File: src/rtl/core/rnl_pkg.sv
// ----------------------------------------------------------------------------
// rnl_pkg: shared types and constants of the NACK list generator
// Table entry layout, result beat layout, register indexes and pass modes.
// ----------------------------------------------------------------------------
`default_nettype none

package rnl_pkg;

    // Configuration register indexes
    localparam logic [1:0] REG_RTT_MS      = 2'd0;
    localparam logic [1:0] REG_MAX_AGE     = 2'd1;
    localparam logic [1:0] REG_MAX_RETRIES = 2'd2;

    // Reset values of the configuration registers
    localparam logic [15:0] RTT_MS_RESET      = 16'd100;
    localparam logic [15:0] MAX_AGE_RESET     = 16'd10000;
    localparam logic [7:0]  MAX_RETRIES_RESET = 8'd8;

    // Input commands
    localparam logic CMD_PACKET = 1'b0;
    localparam logic CMD_TICK   = 1'b1;

    // Result kinds
    localparam logic KIND_NACK       = 1'b0;
    localparam logic KIND_FULL_FRAME = 1'b1;

    // What a copy pass over the table does
    typedef enum logic [1:0] {
        MODE_TICK = 2'd0,   // re-request entries past the round trip time
        MODE_DROP = 2'd1,   // remove the entry of a late packet
        MODE_JUMP = 2'd2    // age out, merge the new gap, request new entries
    } mode_t;

    // One missing sequence number
    typedef struct packed {
        logic [31:0] seq;
        logic [7:0]  retries;
        logic [39:0] sent_ms;
    } entry_t;

    // Request from the sequencer to the result stage
    typedef struct packed {
        logic        push;
        logic        flush;
        logic        kind;
        logic [15:0] nack_seq;
    } res_req_t;

endpackage

`default_nettype wire

File: src/rtl/core/rnl_out_if.sv
// ----------------------------------------------------------------------------
// rnl_out_if: result channel of the NACK list generator
// Carries NACK and full-frame requests.
// ----------------------------------------------------------------------------
`default_nettype none

interface rnl_out_if;
    logic        valid;
    logic        ready;
    logic        kind;
    logic [15:0] nack_seq;
    logic        last;

    modport source (output valid, output kind, output nack_seq, output last,
                    input ready);
    modport sink   (input valid, input kind, input nack_seq, input last,
                    output ready);
endinterface

`default_nettype wire

File: src/rtl/core/rnl_result_stage.sv
// ----------------------------------------------------------------------------
// rnl_result_stage: result holding and output register
// Holds one result back so that the final beat of an item can carry last.
// ----------------------------------------------------------------------------
`default_nettype none

module rnl_result_stage (
    input  wire                 clk,
    input  wire                 rst_n,
    input  rnl_pkg::res_req_t   req,
    output logic                req_ready,
    rnl_out_if.source           out_ch
);

    logic        pend_valid_reg;
    logic        pend_valid_next;
    logic        pend_kind_reg;
    logic [15:0] pend_seq_reg;
    logic        out_valid_reg;
    logic        out_valid_next;
    logic        out_kind_reg;
    logic [15:0] out_seq_reg;
    logic        out_last_reg;
    logic        out_free;
    logic        move;

    assign out_free  = !out_valid_reg || out_ch.ready;
    assign req_ready = !pend_valid_reg || out_free;
    assign move      = (req.push || req.flush) && req_ready && pend_valid_reg;

    // Advance the held result to the output register
    always_comb
    begin
        pend_valid_next = pend_valid_reg;
        out_valid_next  = out_valid_reg;
        if (out_ch.ready)
        begin
            out_valid_next = 1'b0;
        end
        if (move)
        begin
            out_valid_next = 1'b1;
        end
        if (req.push && req_ready)
        begin
            pend_valid_next = 1'b1;
        end
        else if (req.flush && req_ready)
        begin
            pend_valid_next = 1'b0;
        end
    end

    always_ff @(posedge clk or negedge rst_n)
    begin
        if (!rst_n)
        begin
            pend_valid_reg <= 1'b0;
            out_valid_reg  <= 1'b0;
        end
        else
        begin
            pend_valid_reg <= pend_valid_next;
            out_valid_reg  <= out_valid_next;
        end
    end

    // Payload: no reset
    always_ff @(posedge clk)
    begin
        if (move)
        begin
            out_kind_reg <= pend_kind_reg;
            out_seq_reg  <= pend_seq_reg;
            out_last_reg <= req.flush;
        end
        if (req.push && req_ready)
        begin
            pend_kind_reg <= req.kind;
            pend_seq_reg  <= req.nack_seq;
        end
    end

    assign out_ch.valid    = out_valid_reg;
    assign out_ch.kind     = out_kind_reg;
    assign out_ch.nack_seq = out_seq_reg;
    assign out_ch.last     = out_last_reg;

endmodule

`default_nettype wire

File: src/flat_wrapper.sv
// flat-port wrapper written by rule: the top's interface ports become plain ports
module rnl_result_stage_flat 
  (clk, rst_n, req, req_ready, out_ch_valid, out_ch_kind, out_ch_nack_seq, out_ch_last, out_ch_ready);
  rnl_out_if out_ch_i ();
  input  wire clk;
  input  wire rst_n;
  input  rnl_pkg::res_req_t req;
  output logic req_ready;
  output wire logic [$bits(out_ch_i.valid)-1:0] out_ch_valid;
  output wire logic [$bits(out_ch_i.kind)-1:0] out_ch_kind;
  output wire logic [$bits(out_ch_i.nack_seq)-1:0] out_ch_nack_seq;
  output wire logic [$bits(out_ch_i.last)-1:0] out_ch_last;
  input wire logic [$bits(out_ch_i.ready)-1:0] out_ch_ready;
  assign out_ch_valid = out_ch_i.valid;
  assign out_ch_kind = out_ch_i.kind;
  assign out_ch_nack_seq = out_ch_i.nack_seq;
  assign out_ch_last = out_ch_i.last;
  assign out_ch_i.ready = out_ch_ready;
  rnl_result_stage u_core (.clk(clk), .rst_n(rst_n), .req(req), .req_ready(req_ready), .out_ch(out_ch_i));
endmodule
File: config.mk
export PLATFORM = sky130hd
export DESIGN_NAME = rnl_result_stage_flat
export DESIGN_NICKNAME = d
export VERILOG_FILES = /design/src/rtl/core/rnl_pkg.sv /design/src/rtl/core/rnl_out_if.sv /design/src/rtl/core/rnl_result_stage.sv /design/src/flat_wrapper.sv
export SDC_FILE = /design/constraint.sdc
export NUM_CORES = 1
export LEC_CHECK = 0
export BUFFER_PORTS_ARGS = -buffer_cell sky130_fd_sc_hd__buf_2
export CAP_MARGIN = 20
export CORE_ASPECT_RATIO = 0.9
export CORE_MARGIN = 5
export CORE_UTILIZATION = 45
export CTS_BUF_LIST = sky130_fd_sc_hd__clkbuf_4
export DETAILED_ROUTE_END_ITERATION = 6
export GPL_ROUTABILITY_DRIVEN = 0
export PLACE_DENSITY = 0.83
export SYNTH_ARGS = -nofsm -noshare
export SYNTH_HDL_FRONTEND = slang
export SYNTH_SLANG_ARGS = --single-unit
export TNS_END_PERCENT = 1
File: constraint.sdc
create_clock -name clk -period 2.16 [get_ports clk]
set_clock_uncertainty 0.1 [all_clocks]
set_input_delay 0.108 -clock clk [delete_from_list [all_inputs] [get_ports clk]]
set_output_delay 0.108 -clock clk [all_outputs]
set_load 0.005 [all_outputs]
Word level (Yosys, flattened, before mapping)
Index checks and enable logic that the tools add are counted.
{"block": "op_classes", "mux": 4, "n_reduce_logical": 11}
{"operator": "logical AND 1 bit", "n": 4}
{"operator": "two-way mux 1 bit", "n": 4}
{"operator": "nonzero test 2 bit", "n": 2}
{"operator": "logical OR 1 bit", "n": 3}
{"operator": "logical NOT 1 bit", "n": 2}
{"block": "word_totals", "register_bits": 37, "input_bits": 22}

Logic depth before layout (Yosys ltp)
Gate-level depths: netlist (run 1).
{"block": "logic_depth", "depth_word": 6, "mapped_depth": 2, "depth_no_buf": 2}

Least setup slack after synthesis (run 1)
No wires, ideal clock.
{"block": "synth_path", "kind": "reg2reg", "from": "register u_core.out_valid_reg (netlist: u_core.out_ch.valid)", "to": "register u_core.pend_kind_reg (enable)", "setup_ns": 0.397, "t_arrival_ns": 1.449, "required_ns": 1.663, "setup_slack_ns": 0.214, "path_stages_with_launch": 3, "path_cell_list": "dfrtp_1 -> nor2b_4 -> a21oi_1"}
{"block": "synth_via", "elab_chain_cells": 4}
{"element": "start, declared", "line_no": "rnl_result_stage.sv:19", "source": "logic out_valid_reg;"}
{"element": "start signal, assigned", "line_no": "rnl_result_stage.sv:64", "source": "out_valid_reg <= out_valid_next;"}
{"element": "logical NOT 1 bit", "line_no": "rnl_result_stage.sv:27", "source": "assign out_free = !out_valid_reg || out_ch.ready;"}
{"element": "logical OR 1 bit", "line_no": "rnl_result_stage.sv:27"}
{"element": "logical OR 1 bit", "line_no": "rnl_result_stage.sv:28", "source": "assign req_ready = !pend_valid_reg || out_free;"}
{"element": "logical AND 1 bit", "line_no": "rnl_result_stage.sv:77", "source": "if (req.push && req_ready)"}
{"element": "end signal, assigned", "line_no": "rnl_result_stage.sv:79", "source": "pend_kind_reg <= req.kind;"}
{"element": "end, declared", "line_no": "rnl_result_stage.sv:17", "source": "logic pend_kind_reg;"}
No other way between the ends.
A chain may end at the register's enable or synchronous reset.

Final worst setup path (run 1)
{"block": "layout_path", "from": "input port req[17] in the netlist's numbering", "to": "register u_core.out_seq_reg[15] (netlist: u_core.out_ch.nack_seq[15]) (enable)"}
{"block": "layout_via", "elab_chain_cells": 3}
{"element": "start, declared", "line_no": "flat_wrapper.sv:7", "source": "input rnl_pkg::res_req_t req;"}
{"element": "logical OR 1 bit", "line_no": "rnl_result_stage.sv:29", "source": "assign move = (req.push || req.flush) && req_ready && pend_valid_reg;"}
{"element": "logical AND 1 bit (2 in series)", "line_no": "rnl_result_stage.sv:29"}
{"element": "net u_core.move", "line_no": "rnl_result_stage.sv:25", "source": "logic move;"}
{"element": "end signal, assigned", "line_no": "rnl_result_stage.sv:74", "source": "out_seq_reg <= pend_seq_reg;"}
{"element": "end, declared", "line_no": "rnl_result_stage.sv:22", "source": "logic [15:0] out_seq_reg;"}
The timed path passes the listed nets, and every way through them passes these cells.

==> qor.txt, run 1 <==
status: finished, final reports clean
CTS tree: yes
FF/Latch Area: 0.00110 mm2
Max Freq: 0.693 GHz
CP arrival: 1.42 ns
cell taking the most area after synthesis: edfxtp_1
Yosys cell types: 10
H-tree depth: 2
# setup viols final: 0
Synth area leaders: edfxtp_1 (89%), dfrtp_1 (4.2%), a31oi_4 (1.8%)
total negative slack: 0 ns
initial antenna violation count: 0
1st-pass router iterations: 2
Initial Util: 0.474
top cells by count, synth: edfxtp_1 (35), dfrtp_1 (2), nand2_1 (2), nor2_1 (2)
Root Buffer: clkbuf_4
fraction of registers with async set/reset: 0.0541
Area growth, synth to finish: 46.2%
global-route wire length before repair: 3200 um
startpoint types: primary input
FF+latch count, synth: 37
Final Hold Viols: 0
Final Hold Slack: 0.0413 ns
largest net degree at the start of global routing: 19
chip height: 58.6 um
count leader, synth: edfxtp_1
hold crit path type: primary input to register
post-synth top area share: 0.892
CP Capture Type: register
layer carrying the most global-route usage: met2
io pins: 42
max_cap viols: 0
Final Cycle Share: 0.668
Static Leak: 0.695 nW
GRT overflow: 0
ANT cells: 0
Period minus WS final: 1.44 ns
max-slew violations: 0
nets@finish: 140
RSZ-0062 raised after global routing: false
All-Layer GR Usage: 0.122
port buffer count: 41
vias in the first global route: 725
Req. time, crit path: 2.14 ns
setup bufs post-CTS: 0
clk_lat worst skew: 0.32 ns
fraction of the yosys area taken by sequential cells: 0.934
DR iter-0 viols: 15
Post-synth EDFFs: 35
clock buffer depth: 2
routed vias/inst: 4.54
Mapped Cells: 47
Syn Nets: 69
Post-Syn Area: 0.00118 mm2
Crit Path Class: primary input to register
core area: 0.00249 mm2
Die ar.: 0.00374 mm2
layout cells sized above 1: 0.445
met2 usage: 0.222
IR Drop Worst-Case VDD: 0.587 mV
Die X: 63.9 um
drt wl/cell: 14.3 um
Worst-path clk slew: 0.10 ns
DRC errors left: 0
Multi-input gate area: 73.8 um2
number of warnings issued by yosys: 0
M1 GR Usage: 0.110
Slew headroom: 0.781
WL final: 2100 um
Layout fillers: 157
Power Dens Cells: 852 mW/mm2
CTS sink cnt: 37
clock buffer count from CTS: 5
Final ANT Viol Nets: 0
vias post-DR: 668
synthesized area per cell: 25.1 um2
row cnt: 17
DP Wirelength: 1360 um
CP max FO: 18
Slew @ Worst Pin: 0.324 ns
Most used DFF post-synth: edfxtp_1
GR Layer Usage met3: 0.0382
[per-layer routing]
metal	vias up	wire (um)
met1	303	713
met4	0	82
met2	31	1180
met5	-	0
met3	9	128
li1	325	-
[layout make-up]
class	count	area share
Clock buffer	6	0.0261
Clock inverter	2	0.0196
Inverter	1	0.00218
Multi-Input combinational cell	9	0.0428
Sequential cell	37	0.639
Tap cell	28	0.0203
Timing Repair Buffer	64	0.250
[through the flow]
stage,worst slack (ns),power [W],area (um2),utilization,std cells
2_1_floorplan,0.214,0.000932,1180,-,47
3_3_place_gp,0.838,0.000995,1430,0.576,118
3_5_place_dp,0.769,0.00100,1430,0.576,118
4_1_cts,0.757,0.00149,1720,0.692,147
5_1_grt,0.668,0.00153,1720,0.692,147
6_report,0.716,0.00147,1720,0.692,147
[placed cells by master (no fill, tap or decap)]
cell type	n
nand2b_4	1
dlygate4sd3_1	21
dfrtp_1	2
a21oi_1	1
clkbuf_4	6
clkinv_1	1
nand2_1	2
a31oi_4	1
inv_1	1
nor2_1	2
bufinv_16	1
buf_4	2
buf_2	41
edfxtp_1	35
nor2b_4	1
o21ai_0	1
[kinds of logic after synthesis]
group,synth area share
compound gates,0.0265
simple gates,0.0361
flops,0.934
buf+inv,0.00318
[path summary, 6_finish.rpt]
kind / startpoint / end / slack, ns / depth (start not counted)
max reg2reg: u_core.out_ch.valid / u_core.pend_seq_reg[8] / 0.73 / 3
max in group asynchronous: rst_n / u_core.pend_valid_reg / 1.30 / 3
min in group asynchronous: rst_n / u_core.out_ch.valid / 0.53 / 3
min: out_ch_ready / u_core.out_ch.valid / 0.04 / 3
min reg2reg: u_core.pend_seq_reg[15] / u_core.out_ch.nack_seq[15] / 0.33 / 0
max: req[17] / u_core.out_ch.nack_seq[15] / 0.72 / 5
[what timing repair did]
item | in CTS | in global routing
hold endpoints to repair | 22 | 0
hold buffers | 21 | 0
setup endpoints to repair | 0 | 0
resized for setup | 0 | 0
[where the power goes]
group	total (W)	switching (W)	internal, W	leakage, nW
sequential	0.000875	0.0000173	0.000858	0.356
clock	0.000452	0.000199	0.000253	0.0433
combinational	0.000141	0.0000657	0.0000750	0.295
[critical path, stage by stage]
cell and delay (ns):
dlygate4sd3_1 0.54, buf_2 0.15, o21ai_0 0.29, nor2_1 0.10
buf_4 0.22
No activity file was read; power rests on OpenSTA's default activity.
==> run 2, diff against run 1 <==
Settings changed: PLACE_DENSITY 0.83 to 0.86.
Clock period 2.16 ns to 1.32 ns, I/O delays scaled along.
==> run 2 against run 1 <==
Net effect:
- die area is the same
- final area grew 1.5%
- global-route usage shrank 0.16 points
- first-iteration DRC count shrank 47%
- critical path depth is the same
- register-to-register slack lost 0.66 ns
- non-clock buffer count grew 2
- critical path type is now primary input to primary output
==> qor.txt, run 2 (synthesis results as in run 1) <==
GRT overflow: 0
CTS sink cnt: 37
status: finished, final reports clean
startpoint types: primary input
Power Dens Cells: 1260 mW/mm2
Final Cycle Share: 0.965
switching pwr: 0.000460 W
io pins: 42
Hold Path Sink: u_core.out_ch.nack_seq[7]
global-route wire length before repair: 3180 um
Final Hold Viols: 0
Comb power frac: 0.123
Die X: 63.9 um
setup bufs post-CTS: 0
Req. time, crit path: 1.15 ns
DRC errors left: 0
DR iter-0 viols: 8
most common cell after layout, fill and taps aside: buf_2
DP Area: 0.00149 mm2
CP arrival: 1.11 ns
commonest cells after routing, fill and taps aside: buf_2 (41), edfxtp_1 (35), dlygate4sd3_1 (22)
Final Hold Slack: 0.321 ns
Initial Util: 0.474
Max Freq: 0.785 GHz
nets@finish: 142
hold crit path type: register to register
Slew headroom: 0.796
CTS tree: yes
All-Layer GR Usage: 0.121
CP Capture Type: primary output
worst hold start: u_core.pend_seq_reg[7]
1st-pass router iterations: 4
# setup viols final: 0
worst r2r dst: u_core.pend_seq_reg[14]
vias post-DR: 665
core area: 0.00249 mm2
FF/Latch Area: 0.00110 mm2
final instance area: 0.00175 mm2
layout cells sized above 1: 0.471
Root Buffer: clkbuf_4
CP max FO: 3
Reg power frac: 0.651
Slew @ Worst Pin: 0.304 ns
Die ar.: 0.00374 mm2
port buffer count: 41
Area growth, synth to finish: 48.4%
Worst-path clk slew: 0.09 ns
vias in the first global route: 665
DP Wirelength: 1450 um
total negative slack: 0 ns
clock buffer depth: 2
Multi-input gate area: 92.6 um2
slowest cell on the critical path: dlygate4sd3_1
max_cap viols: 0
Clock power frac: 0.226
largest net degree at the start of global routing: 19
row cnt: 17
Static Leak: 0.697 nW
WL final: 2090 um
critical-path cell list: dlygate4sd3_1 -> buf_2 -> nor2b_4 -> nand2_1 -> buf_2
Final ANT Viol Nets: 0
routed vias/inst: 4.52
Period minus WS final: 1.27 ns
chip height: 58.6 um
Layout fillers: 159
RSZ-0062 raised after global routing: true
P_int: 0.00174 W
slowest stage delay, CP: 0.53 ns
IR Drop Worst-Case VDD: 0.901 mV
Reg2Reg Depth: 3
clock buffer count from CTS: 5
R2R Setup Slk: 0.07 ns
initial antenna violation count: 0
ANT cells: 0
H-tree depth: 2
max-slew violations: 0
sw frac: 0.209
drt wl/cell: 14.2 um
RR Startpoint: u_core.out_ch.valid
Final Power: 0.00220 W
hold depth: 0
Crit path top cell by count: buf_2
Crit Path Class: primary input to primary output
clk_lat worst skew: 0.31 ns
[run 2: final cells by class]
class	instances	area share
clock buffers	5	0.0215
multi-input cells	9	0.0529
repair buffers	66	0.270
flip-flops and latches	37	0.630
clock inverters	1	0.00286
well taps	28	0.0200
inverters	1	0.00215
[run 2: power groups by stage]
stage / clock network [W] / logic, W / registers, W
2_1_floorplan: 0 / 0.0000702 / 0.00146
3_3_place_gp: 0 / 0.000215 / 0.00145
3_5_place_dp: 0 / 0.000225 / 0.00146
4_1_cts: 0.000511 / 0.000276 / 0.00143
5_1_grt: 0.000558 / 0.000294 / 0.00144
6_report: 0.000497 / 0.000271 / 0.00143
[run 2: per-layer routing]
layer,vias up,global-route usage,part of all wire
met5,-,0,0
met4,0,0.0623,0.022
met3,5,0.0458,0.071
met2,31,0.205,0.53
met1,302,0.132,0.38
li1,327,-,-
[run 2: worst max path at each step]
stage               cells after the start                   from  slack [ns]                          to
finish                                  5           out_ch_ready        0.05                   req_ready
detailed placement                      3  u_core.pend_valid_reg       -0.03  u_core.out_ch.nack_seq[11]
floorplan                               2    u_core.out_ch.valid       -0.07        u_core.pend_kind_reg
CTS                                     3    u_core.out_ch.valid        0.02                   req_ready
global placement                        3  u_core.pend_valid_reg        0.04  u_core.out_ch.nack_seq[12]
global route                            3    u_core.out_ch.valid       -0.05                   req_ready
[run 2: timing repair]
item | in CTS | in global routing
endpoints found under the setup margin | 18 | 19
endpoints found under the hold margin | 22 | 0
resized for setup | 1 | 1
hold buffers | 22 | 0
[run 2: worst max-delay path: cells and delay by family]
family | cells | cell delay (ns)
and+or+nand+nor | 2 | 0.25
buffers and inverters | 3 | 0.79
[run 2: per-stage QoR]
stage	worst slack, ns	utilization	std cells
floorplan	-0.0687	-	47
global placement	0.0371	0.597	119
detailed placement	-0.0341	0.597	119
CTS	0.0202	0.702	147
global route	-0.0487	0.703	147
finish	0.0456	0.703	147
==> run 3, diff against run 2 <==
Settings changed: BUFFER_PORTS_ARGS -buffer_cell sky130_fd_sc_hd__buf_2 to unset, DONT_BUFFER_PORTS set to 1, PLACE_DENSITY 0.86 to 0.72, SETUP_SLACK_MARGIN set to 0.3.
==> run 3 against run 2 <==
Net effect:
- combinational power shrank 32%
- power shrank 1.3%
- first-iteration DRC count grew 88%
- die area is the same
- maximum frequency grew 2.0%
- hold slack lost 0.25 ns
- register-to-register slack is essentially flat
- final area shrank 11%
- setup slack gained 0.025 ns
- sequential share of layout area grew 7.4 points
- routed wire length shrank 19%
- global-route usage shrank 2.2 points
- critical path type is now register to register
==> qor.txt, run 3 (synthesis results as in run 1) <==
CP arrival: 1.19 ns
Root Buffer: clkbuf_4
clock buffer depth: 2
CTS sink cnt: 37
vias post-DR: 522
Crit Path Class: register to register
CP Capture Type: register
Final Hold Slack: 0.0717 ns
CP Launch Point: u_core.pend_valid_reg
R2R Setup Slk: 0.07 ns
max-slew violations: 0
DRC errors left: 0
core area: 0.00249 mm2
Power Dens Cells: 1390 mW/mm2
Slew headroom: 0.811
worst r2r dst: u_core.pend_seq_reg[7]
DP Area: 0.00129 mm2
io pins: 42
startpoint types: register
Max Freq: 0.800 GHz
worst hold start: out_ch_ready
total negative slack: 0 ns
IR Drop Worst-Case VDD: 1.01 mV
row cnt: 17
final std cells w/o fill: 109
layout cells sized above 1: 0.198
GRT overflow: 0
Final ANT Viol Nets: 0
status: finished, final reports clean
largest net degree at the start of global routing: 19
port buffer count: 0
RSZ-0062 raised after global routing: true
CTS tree: yes
setup bufs post-CTS: 0
Die ar.: 0.00374 mm2
H-tree depth: 2
Static Leak: 0.548 nW
final worst slack: 0.0707 ns
Reg2Reg Depth: 3
Req. time, crit path: 1.26 ns
commonest cells after routing, fill and taps aside: edfxtp_1 (35), dlygate4sd3_1 (22), clkbuf_4 (5)
Area growth, synth to finish: 32.6%
max_cap viols: 0
DP Cell Count: 79
routed vias/inst: 4.79
Worst-path clk slew: 0.10 ns
wl on met1: 609 um
hold crit path type: primary input to register
drt wl/cell: 15.5 um
pre-CTS WS: 0.0726 ns
Hold Path Sink: u_core.out_ch.nack_seq[9]
hold depth: 3
global-route wire length before repair: 2580 um
All-Layer GR Usage: 0.0986
Period minus WS final: 1.25 ns
vias in the first global route: 533
chip height: 58.6 um
ANT cells: 0
met2 WL: 893 um
Initial Util: 0.474
metal3 WL: 151 um
# setup viols final: 0
Max Used Layer: met4
1st-pass router iterations: 2
final instance area: 0.00156 mm2
clk_lat worst skew: 0.32 ns
Final Cycle Share: 0.946
Slew @ Worst Pin: 0.282 ns
RR Startpoint: u_core.pend_valid_reg
most common cell after layout, fill and taps aside: edfxtp_1
Die X: 63.9 um
DR iter-0 viols: 15
initial antenna violation count: 0
nets@finish: 102
Final Hold Viols: 0
WL final: 1690 um
CP max FO: 17
clock buffer count from CTS: 5
[run 3: cell count changes in the layout (fill, tap and decap cells not counted)]
cell      before  now
buf_4          1    2
dfrtp_2        1    0
dfrtp_1        1    2
buf_2         41    0
clkinv_4       0    1
clkinv_1       0    1
[run 3: per-layer routing]
metal	vias to the layer above	GRT usage
met4	0	0.0623
met2	29	0.161
met1	238	0.101
met3	5	0.0496
met5	-	0
li1	250	-
[run 3: worst max-delay path: stages, from the launching register on]
cell     delay [ns]
dfrtp_1        0.40
buf_4          0.15
a21oi_4        0.16
buf_12         0.17
[run 3: worst max-delay path by stage]
| stage | depth (start not counted) | endpoint | slack, ns |
|---|---|---|---|
| final | 3 | u_core.pend_seq_reg[7] | 0.07 |
| after global placement | 3 | u_core.pend_seq_reg[5] | 0.1 |
| after detailed placement | 3 | u_core.pend_seq_reg[5] | 0.07 |
| after global routing | 3 | u_core.pend_seq_reg[7] | 0.02 |
| after floorplan | 2 | u_core.pend_kind_reg | -0.07 |
| after CTS | 3 | u_core.pend_seq_reg[7] | 0.06 |
[run 3: what timing repair did]
item	CTS	global route
endpoints found under the setup margin	37	38
hold buffers	20	2
endpoints found under the hold margin	22	3
pin swaps	0	0
resized for setup	0	1
[run 3: through the flow]
step,total power (W),util
CTS,0.00219,0.620
global route,0.00229,0.628
finish,0.00217,0.628
detailed placement,0.00161,0.517
global placement,0.00160,0.517
floorplan,0.00153,-
[run 3: area by class of cell]
class | count | area, um2
clock buffer | 5 | 37.5
clock inverter | 3 | 17.5
fill | 183 | 926
inverter | 1 | 3.75
multi-input combinational | 9 | 92.6
sequential | 37 | 1100
tap | 28 | 35.0
timing repair buffer | 26 | 275
[run 3: power breakdown]
group,internal [W],switching [W]
sequential,0.00140,0.0000371
combinational,0.0000995,0.0000860
clock,0.000202,0.000342
total,0.00171,0.000465
